File: config.mk
export PLATFORM = sky130hd
export DESIGN_NAME = encoder_odometer_motion_monitor
export DESIGN_NICKNAME = d
export VERILOG_FILES = /design/src/rtl/core/emm_pkg.sv /design/src/rtl/core/emm_diff.sv /design/src/rtl/core/emm_scale.sv /design/src/rtl/core/emm_track.sv /design/src/rtl/core/encoder_odometer_motion_monitor.sv
export SDC_FILE = /design/constraint.sdc
export NUM_CORES = 2
export LEC_CHECK = 0
export ABC_CLOCK_PERIOD_IN_PS = 8600
export BUFFER_PORTS_ARGS = -buffer_cell sky130_fd_sc_hd__buf_2
export CORE_MARGIN = 3
export CORE_UTILIZATION = 40
export CTS_BUF_LIST = sky130_fd_sc_hd__clkbuf_16
export DETAILED_ROUTE_END_ITERATION = 8
export PLACE_DENSITY = 0.67
export REMOVE_ABC_BUFFERS = 1
export SLEW_MARGIN = 20
export SYNTH_ARGS = -nofsm -noshare
export SYNTH_HDL_FRONTEND = slang
export SYNTH_HIERARCHICAL = 1
export SYNTH_SLANG_ARGS = --single-unit
File: constraint.sdc
create_clock -name clock -period 8.6 [get_ports clock]
set_input_delay 0.43 -clock clock [delete_from_list [all_inputs] [get_ports clock]]
set_output_delay 0.43 -clock clock [all_outputs]
set_load 0.01 [all_outputs]
File: src/rtl/core/emm_pkg.sv
`default_nettype none
package emm_pkg;

   // input item kinds
   typedef enum logic [1:0] {
      ACT_SAMPLE = 2'd0,
      ACT_TICK   = 2'd1,
      ACT_START  = 2'd2,
      ACT_STOP   = 2'd3
   } action_type;

   // register indexes on the csr port
   localparam logic [1:0] CSR_SCALE     = 2'd0;
   localparam logic [1:0] CSR_STEP      = 2'd1;
   localparam logic [1:0] CSR_THRESHOLD = 2'd2;

   localparam logic [31:0] SCALE_RESET     = 32'd18013952;
   localparam logic [39:0] STEP_RESET      = 40'd65536;
   localparam logic [39:0] THRESHOLD_RESET = 40'd655;

   localparam logic signed [47:0] D48_MAX = 48'sh7FFF_FFFF_FFFF;
   localparam logic signed [47:0] D48_MIN = 48'sh8000_0000_0000;

   typedef struct packed {
      logic [39:0] step;
      logic [39:0] threshold;
   } track_cfg_type;

   // count difference as sign and magnitude
   typedef struct packed {
      action_type  action;
      logic        cap;
      logic        neg;
      logic [31:0] mag;
      logic [31:0] tag;
   } diff_word_type;

   // scaled magnitude in 1/65536 inch
   typedef struct packed {
      action_type  action;
      logic        cap;
      logic        neg;
      logic [47:0] mag;
      logic [31:0] tag;
   } prod_word_type;

   typedef struct packed {
      logic signed [47:0] distance;
      logic [31:0]        tag_out;
      logic               recorded;
      logic               trigger;
      logic               moving;
      logic signed [47:0] run_min;
      logic signed [47:0] run_max;
   } rsp_word_type;

endpackage
`default_nettype wire

File: src/rtl/core/emm_diff.sv
`default_nettype none
module emm_diff (
   input  wire logic           clock,
   input  wire logic           reset,
   input  wire logic           in_valid,
   output logic                in_ready,
   input  wire emm_pkg::action_type in_action,
   input  wire logic [31:0]    in_count,
   input  wire logic [31:0]    in_tag,
   output logic                out_valid,
   input  wire logic           out_ready,
   output emm_pkg::diff_word_type out_word
);
   import emm_pkg::*;

   logic [31:0]   base_count_ff, base_count_in;
   logic          base_valid_ff, base_valid_in;
   logic          capturing_ff, capturing_in;
   logic          valid_ff, valid_in;
   diff_word_type word_ff, word_in;
   logic          take;
   logic [31:0]   base_eff;
   logic [32:0]   diff;
   logic [31:0]   diff_abs;

   assign in_ready  = !valid_ff || out_ready;
   assign take      = in_valid && in_ready;
   assign out_valid = valid_ff;
   assign out_word  = word_ff;

   always_comb begin
      // a sample that latches the base sees a zero difference
      base_eff = base_valid_ff ? base_count_ff : in_count;
      diff     = {base_eff[31], base_eff} - {in_count[31], in_count};
      // difference never reaches -2^32, so the magnitude fits 32 bits
      diff_abs = diff[32] ? 32'(33'd0 - diff) : diff[31:0];

      word_in.action = in_action;
      word_in.cap    = capturing_ff;
      word_in.neg    = diff[32];
      word_in.mag    = diff_abs;
      word_in.tag    = in_tag;

      base_count_in = base_count_ff;
      base_valid_in = base_valid_ff;
      capturing_in  = capturing_ff;
      if (take) begin
         unique case (in_action)
            ACT_SAMPLE: begin
               if (!base_valid_ff) begin
                  base_count_in = in_count;
                  base_valid_in = 1'b1;
               end
            end
            ACT_TICK: begin
            end
            ACT_START: begin
               base_valid_in = 1'b0;
               capturing_in  = 1'b1;
            end
            ACT_STOP: begin
               capturing_in = 1'b0;
            end
         endcase
      end

      valid_in = in_ready ? in_valid : valid_ff;
   end

   always_ff @(posedge clock) begin
      if (reset) begin
         base_count_ff <= '0;
         base_valid_ff <= 1'b0;
         capturing_ff  <= 1'b0;
         valid_ff      <= 1'b0;
      end else begin
         base_count_ff <= base_count_in;
         base_valid_ff <= base_valid_in;
         capturing_ff  <= capturing_in;
         valid_ff      <= valid_in;
      end
   end

   always_ff @(posedge clock) begin
      if (take) begin
         word_ff <= word_in;
      end
   end

endmodule
`default_nettype wire

File: src/rtl/core/emm_scale.sv
`default_nettype none
module emm_scale (
   input  wire logic              clock,
   input  wire logic              reset,
   input  wire logic [31:0]       scale,
   input  wire logic              in_valid,
   output logic                   in_ready,
   input  wire emm_pkg::diff_word_type in_word,
   output logic                   out_valid,
   input  wire logic              out_ready,
   output emm_pkg::prod_word_type out_word
);
   import emm_pkg::*;

   logic          valid_ff, valid_in;
   prod_word_type word_ff, word_in;
   logic          take;
   logic [63:0]   prod;

   assign in_ready  = !valid_ff || out_ready;
   assign take      = in_valid && in_ready;
   assign out_valid = valid_ff;
   assign out_word  = word_ff;

   always_comb begin
      // q0.32 scale, keep 16 fraction bits
      prod = 64'(in_word.mag) * 64'(scale);

      word_in.action = in_word.action;
      word_in.cap    = in_word.cap;
      word_in.neg    = in_word.neg;
      word_in.mag    = prod[63:16];
      word_in.tag    = in_word.tag;

      valid_in = in_ready ? in_valid : valid_ff;
   end

   always_ff @(posedge clock) begin
      if (reset) begin
         valid_ff <= 1'b0;
      end else begin
         valid_ff <= valid_in;
      end
   end

   always_ff @(posedge clock) begin
      if (take) begin
         word_ff <= word_in;
      end
   end

endmodule
`default_nettype wire

File: src/rtl/core/emm_track.sv
`default_nettype none
module emm_track (
   input  wire logic              clock,
   input  wire logic              reset,
   input  wire emm_pkg::track_cfg_type cfg,
   input  wire logic              in_valid,
   output logic                   in_ready,
   input  wire emm_pkg::prod_word_type in_word,
   output logic                   out_valid,
   input  wire logic              out_ready,
   output emm_pkg::rsp_word_type  out_word
);
   import emm_pkg::*;

   logic signed [47:0] next_mark_ff, next_mark_in;
   logic signed [47:0] window_min_ff, window_min_in;
   logic signed [47:0] window_max_ff, window_max_in;
   logic signed [47:0] span_min_ff, span_min_in;
   logic signed [47:0] span_max_ff, span_max_in;
   logic               motion_flag_ff, motion_flag_in;
   logic               valid_ff, valid_in;
   rsp_word_type       word_ff, word_in;
   logic               take;
   logic               sample_hit;
   logic               trig;
   logic signed [47:0] dist_sat;
   logic [47:0]        mark_sum;
   logic signed [49:0] spread;

   assign in_ready  = !valid_ff || out_ready;
   assign take      = in_valid && in_ready;
   assign out_valid = valid_ff;
   assign out_word  = word_ff;

   always_comb begin
      // saturate signed magnitude into 48 bits
      if (in_word.neg) begin
         dist_sat = in_word.mag[47] ? D48_MIN : $signed(48'd0 - in_word.mag);
      end else begin
         dist_sat = in_word.mag[47] ? D48_MAX : $signed(in_word.mag);
      end

      // mark stays non-negative, so bit 47 of the sum means overflow
      mark_sum = $unsigned(next_mark_ff) + {8'd0, cfg.step};
      spread   = {{2{window_max_ff[47]}}, window_max_ff}
               - {{2{window_min_ff[47]}}, window_min_ff};

      sample_hit = (in_word.action == ACT_SAMPLE) && in_word.cap;
      trig       = sample_hit && (dist_sat > next_mark_ff);

      next_mark_in   = next_mark_ff;
      window_min_in  = window_min_ff;
      window_max_in  = window_max_ff;
      span_min_in    = span_min_ff;
      span_max_in    = span_max_ff;
      motion_flag_in = motion_flag_ff;
      if (take) begin
         unique case (in_word.action)
            ACT_SAMPLE: begin
               if (in_word.cap) begin
                  if (trig) begin
                     next_mark_in = mark_sum[47] ? D48_MAX : $signed(mark_sum);
                  end
                  if (dist_sat < window_min_ff) window_min_in = dist_sat;
                  if (dist_sat > window_max_ff) window_max_in = dist_sat;
                  if (dist_sat < span_min_ff)   span_min_in   = dist_sat;
                  if (dist_sat > span_max_ff)   span_max_in   = dist_sat;
               end
            end
            ACT_TICK: begin
               if (in_word.cap) begin
                  motion_flag_in = spread > $signed({10'd0, cfg.threshold});
                  window_min_in  = D48_MAX;
                  window_max_in  = D48_MIN;
               end
            end
            ACT_START: begin
               next_mark_in   = '0;
               window_min_in  = D48_MAX;
               window_max_in  = D48_MIN;
               span_min_in    = D48_MAX;
               span_max_in    = D48_MIN;
               motion_flag_in = 1'b1;
            end
            ACT_STOP: begin
            end
         endcase
      end

      word_in.distance = sample_hit ? dist_sat : '0;
      word_in.tag_out  = sample_hit ? in_word.tag : '0;
      word_in.recorded = sample_hit;
      word_in.trigger  = trig;
      word_in.moving   = motion_flag_in;
      word_in.run_min  = span_min_in;
      word_in.run_max  = span_max_in;

      valid_in = in_ready ? in_valid : valid_ff;
   end

   always_ff @(posedge clock) begin
      if (reset) begin
         next_mark_ff   <= '0;
         window_min_ff  <= D48_MAX;
         window_max_ff  <= D48_MIN;
         span_min_ff    <= D48_MAX;
         span_max_ff    <= D48_MIN;
         motion_flag_ff <= 1'b1;
         valid_ff       <= 1'b0;
      end else begin
         next_mark_ff   <= next_mark_in;
         window_min_ff  <= window_min_in;
         window_max_ff  <= window_max_in;
         span_min_ff    <= span_min_in;
         span_max_ff    <= span_max_in;
         motion_flag_ff <= motion_flag_in;
         valid_ff       <= valid_in;
      end
   end

   always_ff @(posedge clock) begin
      if (take) begin
         word_ff <= word_in;
      end
   end

endmodule
`default_nettype wire

File: src/rtl/core/encoder_odometer_motion_monitor.sv
// pipeline: count difference, then scale multiply, then mark and min/max
// tracking, each registered before the result shows on rsp
// throughput: one word per cycle while the result side is not stalled
// ready runs back combinationally, so a stall at rsp can reach req_tready
// reset: synchronous, clears all stage valids, base and capture state, mark,
// windows and run span to their idle values and loads the register defaults
`default_nettype none
module encoder_odometer_motion_monitor (
   input  wire logic         clock,
   input  wire logic         reset,
   // request stream
   input  wire logic         req_tvalid,
   output logic              req_tready,
   input  wire logic [63:0]  req_tdata,   // count[31:0], sample_tag[63:32]
   input  wire logic [1:0]   req_tuser,   // action[1:0]
   // result stream
   output logic              rsp_tvalid,
   input  wire logic         rsp_tready,
   output logic [183:0]      rsp_tdata,   // distance[47:0], tag_out[79:48],
                                          // trigger[80], moving[81],
                                          // run_min[129:82], run_max[177:130], zero pad
   output logic [0:0]        rsp_tuser,   // recorded[0]
   // register writes
   input  wire logic         csr_we,
   input  wire logic [1:0]   csr_index,
   input  wire logic [39:0]  csr_wdata
);
   import emm_pkg::*;

   // configuration registers; write only while idle, the block does not enforce it
   logic [31:0]   scale_ff, scale_in;
   logic [39:0]   step_ff, step_in;
   logic [39:0]   threshold_ff, threshold_in;
   track_cfg_type track_cfg;

   // stage handshakes
   logic          diff_valid, diff_ready;
   diff_word_type diff_word;
   logic          prod_valid, prod_ready;
   prod_word_type prod_word;
   rsp_word_type  rsp_word;

   always_comb begin
      scale_in     = scale_ff;
      step_in      = step_ff;
      threshold_in = threshold_ff;
      if (csr_we) begin
         unique case (csr_index)
            CSR_SCALE:     scale_in     = csr_wdata[31:0];
            CSR_STEP:      step_in      = csr_wdata;
            CSR_THRESHOLD: threshold_in = csr_wdata;
            default: begin
               // unmapped index, write dropped
            end
         endcase
      end
   end

   always_ff @(posedge clock) begin
      if (reset) begin
         scale_ff     <= SCALE_RESET;
         step_ff      <= STEP_RESET;
         threshold_ff <= THRESHOLD_RESET;
      end else begin
         scale_ff     <= scale_in;
         step_ff      <= step_in;
         threshold_ff <= threshold_in;
      end
   end

   assign track_cfg.step      = step_ff;
   assign track_cfg.threshold = threshold_ff;

   // stage 1: base latch, capture flag, count difference
   emm_diff u_diff (
      .clock     (clock),
      .reset     (reset),
      .in_valid  (req_tvalid),
      .in_ready  (req_tready),
      .in_action (action_type'(req_tuser)),
      .in_count  (req_tdata[31:0]),
      .in_tag    (req_tdata[63:32]),
      .out_valid (diff_valid),
      .out_ready (diff_ready),
      .out_word  (diff_word)
   );

   // stage 2: magnitude times scale
   emm_scale u_scale (
      .clock     (clock),
      .reset     (reset),
      .scale     (scale_ff),
      .in_valid  (diff_valid),
      .in_ready  (diff_ready),
      .in_word   (diff_word),
      .out_valid (prod_valid),
      .out_ready (prod_ready),
      .out_word  (prod_word)
   );

   // stage 3: saturation, trigger mark, window and run span, result register
   emm_track u_track (
      .clock     (clock),
      .reset     (reset),
      .cfg       (track_cfg),
      .in_valid  (prod_valid),
      .in_ready  (prod_ready),
      .in_word   (prod_word),
      .out_valid (rsp_tvalid),
      .out_ready (rsp_tready),
      .out_word  (rsp_word)
   );

   // pack the result word
   assign rsp_tdata = {6'd0, rsp_word.run_max, rsp_word.run_min, rsp_word.moving,
                       rsp_word.trigger, rsp_word.tag_out, rsp_word.distance};
   assign rsp_tuser = rsp_word.recorded;

   // no result left over from before reset
   a_reset_empty: assert property (@(posedge clock)
      reset |=> !rsp_tvalid)
      else $error("result valid right after reset");

   // an accepted word always lands in the first stage
   a_accept_lands: assert property (@(posedge clock) disable iff (reset)
      req_tvalid && req_tready |=> diff_valid)
      else $error("accepted word lost at first stage");

   // a trigger only comes with a recorded sample
   a_trigger_recorded: assert property (@(posedge clock) disable iff (reset)
      rsp_tvalid && rsp_tdata[80] |-> rsp_tuser[0])
      else $error("trigger without recorded sample");

   // a recorded distance lies inside the run span
   a_span_bounds: assert property (@(posedge clock) disable iff (reset)
      rsp_tvalid && rsp_tuser[0] |->
         ($signed(rsp_tdata[129:82]) <= $signed(rsp_tdata[47:0])) &&
         ($signed(rsp_tdata[47:0]) <= $signed(rsp_tdata[177:130])))
      else $error("recorded distance outside run span");

endmodule
`default_nettype wire

==> metrics.md <==
| Metric | Value |
|---|---|
| Clock buffer count from CTS | `84` |
| Sequential element share of the synthesized area | `0.234` |
| Clock tree buffer depth | `3` |
| Vias in the first global route | `62,000` |
| Final Worst Setup Slack | `0.394 ns` |
| Post-route clock period utilization | `0.954` |
| Routed wire per std cell | `21.4 um` |
| Area growth from synthesis to layout | `10.7%` |
| Layout cell share with drive strength beyond 1 | `0.0869` |
| Slowest CP cell | `dfxtp_1` |
| Clock root buffer master | `clkbuf_16` |
| Max-slew violation count | `0` |
| Type of the worst min-delay path | `primary input to flip-flop` |
| Starting DRC count in detailed routing | `3,964` |
| Unrepaired setup endpoints after global routing | `false` |
| Worst slack, placed | `0.137 ns` |
| Final antenna-violating net count | `0` |
| Worst slew margin relative to its limit | `0.253` |
| Mean Syn Cell Area | `9.23 um^2` |
| Residual DRC count | `0` |
| TritonCTS clock tree | `built` |
| Number of H-tree levels | `3` |
| Crit-path leading delay family | `adder cells` |
| PortBufs | `293` |
| Maximum clock rate | `0.122 GHz` |
| Antenna violations before repair | `6` |
| Final setup violation count | `0` |
| Register bit count reported by yosys | `720` |
| Height of the chip | `441 um` |
| Post-route core utilization | `0.446` |
| Tot GR Track Use | `0.240` |
| Final weighted congestion of routability-driven global placement | `0.953` |
| Effective utilization at floorplan | `0.403` |
| Crit. End Element | `flip-flop` |
| CP Buf/Inv Count | `7` |
| Commonest cells after routing, fill and taps aside | `inv_1 (1,339), fa_1 (898), nand2_1 (841)` |
| Data required time of the critical path | `9.05 ns` |
| Most frequent standard cell in the layout excluding fill and tap cells | `inv_1` |
| Gate count of the mapped netlist | `8,218` |
| Via count | `59,700` |
| Net count reported at finish | `10,100` |
| Num ports | `300` |
| Fraction of registers with async set or reset after synthesis | `0` |
| Count of antenna diodes in the layout | `0` |
| Vias per cell | `5.44` |
| Aggregate global routing overflow | `0` |
| Clock sinks | `720` |
| DP Wirelength | `185,000 um` |
| Most instantiated flip-flop cell in the synthesis netlist | `dfxtp_1` |
| First-pass GRT wire length | `362,000 um` |
| CP arrival | `8.66 ns` |
| Final hold violation count | `0` |
| Placeable core region | `0.188 mm^2` |
| Synth cell types | `114` |
| Warnings, synthesis | `6` |
| Cell with the most instances on the worst path | `fa_1` |
| Worst skew pair latency | `0.74 ns` |
| Delay of the slowest cell on the worst path | `0.60 ns` |
| Category of the most critical setup path | `flip-flop to flip-flop` |
| Crit Path Max Fanout | `16` |
| Chip Width | `441 um` |
| Post-Route Skew | `0.0446 ns` |
| Filler cell count | `18,200` |
| Die footprint | `0.195 mm^2` |
| Actual slew at the worst max-slew pin | `1.11 ns` |
| Pin count of the biggest net entering global routing | `155` |
| Total wire length | `235,000 um` |
| Clock transition at the registers of the reported paths | `0.06 ns` |
| Shortest clock period the worst path allows after layout | `8.21 ns` |
| Number of flops mapped to enable cells by yosys | `331` |
| Outcome | `finished clean` |
| Cell row count | `159` |
| Pre-antenna DRT Iters | `5` |
| Max-cap viol count | `0` |
| Area of the mapped netlist | `0.0758 mm^2` |
| Startpoint types | `flip-flop` |
[state kept, by name, summed over array words and instances, names as in the netlist]
signal,flops
u_track/span_max_ff,48
u_diff/out_word,68
scale_ff,32
step_ff,40
u_track/out_word,179
u_diff/out_valid,1
u_track/window_max_ff,48
u_diff/base_count_ff,32
u_track/window_min_ff,48
u_track/motion_flag_ff,1
threshold_ff,40
u_scale/out_word,84
u_scale/out_valid,1
u_track/next_mark_ff,47
u_diff/base_valid_ff,1
u_diff/capturing_ff,1
u_track/out_valid,1
u_track/span_min_ff,48
[area by class of cell]
class                           count  area [um^2]  share of cell area
Sequential cell                   720        17700               0.211
Multi-Input combinational cell   5752        51600               0.615
Timing Repair Buffer              543         3660              0.0437
Tap cell                         2495         3120              0.0372
Clock inverter                     68          737             0.00878
Clock buffer                       84         2100              0.0250
Inverter                         1326         4980              0.0594
[per-stage QoR]
| step | cells | hold WS (ns) | setup TNS (ns) | area (um^2) |
|---|---|---|---|---|
| finish | 11000 | 0.0430 | 0 | 83900 |
| detailed placement | 10800 | 0.405 | 0 | 80400 |
| floorplan | 7798 | 0.400 | -26.40 | 74100 |
| global route | 11000 | 0.0447 | 0 | 83900 |
| CTS | 11000 | 0.00555 | 0 | 83600 |
| global placement | 10800 | 0.401 | 0 | 80400 |
[tightest hold or removal path, delay by kind of cell]
| family | cells | cell delay [ns] |
|---|---|---|
| buffers and inverters | 1 | 0.12 |
| muxes | 1 | 0.10 |
| and+or+nand+nor | 1 | 0.05 |
[cell families after synthesis]
| group | after synthesis | share of synthesized area |
|---|---|---|
| simple gates | 2451 | 0.165 |
| compound gates | 1329 | 0.116 |
| mux | 199 | 0.0263 |
| buf+inv | 1751 | 0.0882 |
| xor+xnor | 206 | 0.0241 |
| other cells | 1 | 0.0000494 |
| flops | 720 | 0.234 |
| fa+ha+maj | 1561 | 0.346 |
[what timing repair did]
action / in CTS / in global routing
setup buffers: 0 / 25
hold buffers: 42 / 0
hold endpoints to repair: 45 / 0
gates resized for setup: 0 / 7
setup endpoints to repair: 0 / 7
[routing by layer]
metal,routed length (um),vias up,share of wire,track usage
li1,-,27400,-,-
met1,95400,29700,0.41,0.302
met2,111000,2125,0.47,0.400
met3,14800,490,0.063,0.0348
met4,14000,2,0.060,0.123
met5,13,-,0.000055,0
[cells in the mapped netlist, drive strengths merged (80+ instances only)]
library cell | instances | area [um^2]
a21o | 144 | 1090
inv | 1325 | 4970
mux2i | 196 | 1960
nand2 | 841 | 3160
dfxtp | 389 | 7790
a21oi | 344 | 1750
fa | 898 | 18000
o211ai | 85 | 638
clkbuf | 375 | 1410
ha | 663 | 8300
nor2 | 300 | 1140
nor3 | 103 | 531
nand4 | 80 | 507
xor2 | 82 | 726
xnor2 | 124 | 1100
edfxtp | 331 | 9940
a22o | 94 | 823
and2 | 637 | 3990
a31oi | 81 | 528
o21ai | 274 | 1380
nand2b | 175 | 1090
[final timing paths]
path | endpoint | startpoint | slack [ns] | cells past startpoint
max reg2reg | u_scale/out_word[73]$_DFFE_PP_ | scale_ff[22]$_SDFFE_PP0P_ | 0.39 | 25
min | threshold_ff[1]$_SDFFE_PP1P_ | csr_wdata[1] | 0.04 | 3
min reg2reg | u_scale/out_word[29]$_DFFE_PP_ | u_diff/out_word[29]$_DFFE_PP_ | 0.41 | 0
max | u_scale/out_word[73]$_DFFE_PP_ | scale_ff[22]$_SDFFE_PP0P_ | 0.39 | 25
Power is not shown: default switching activity piles up to over one toggle a cycle in this logic, so the estimate is an artifact.
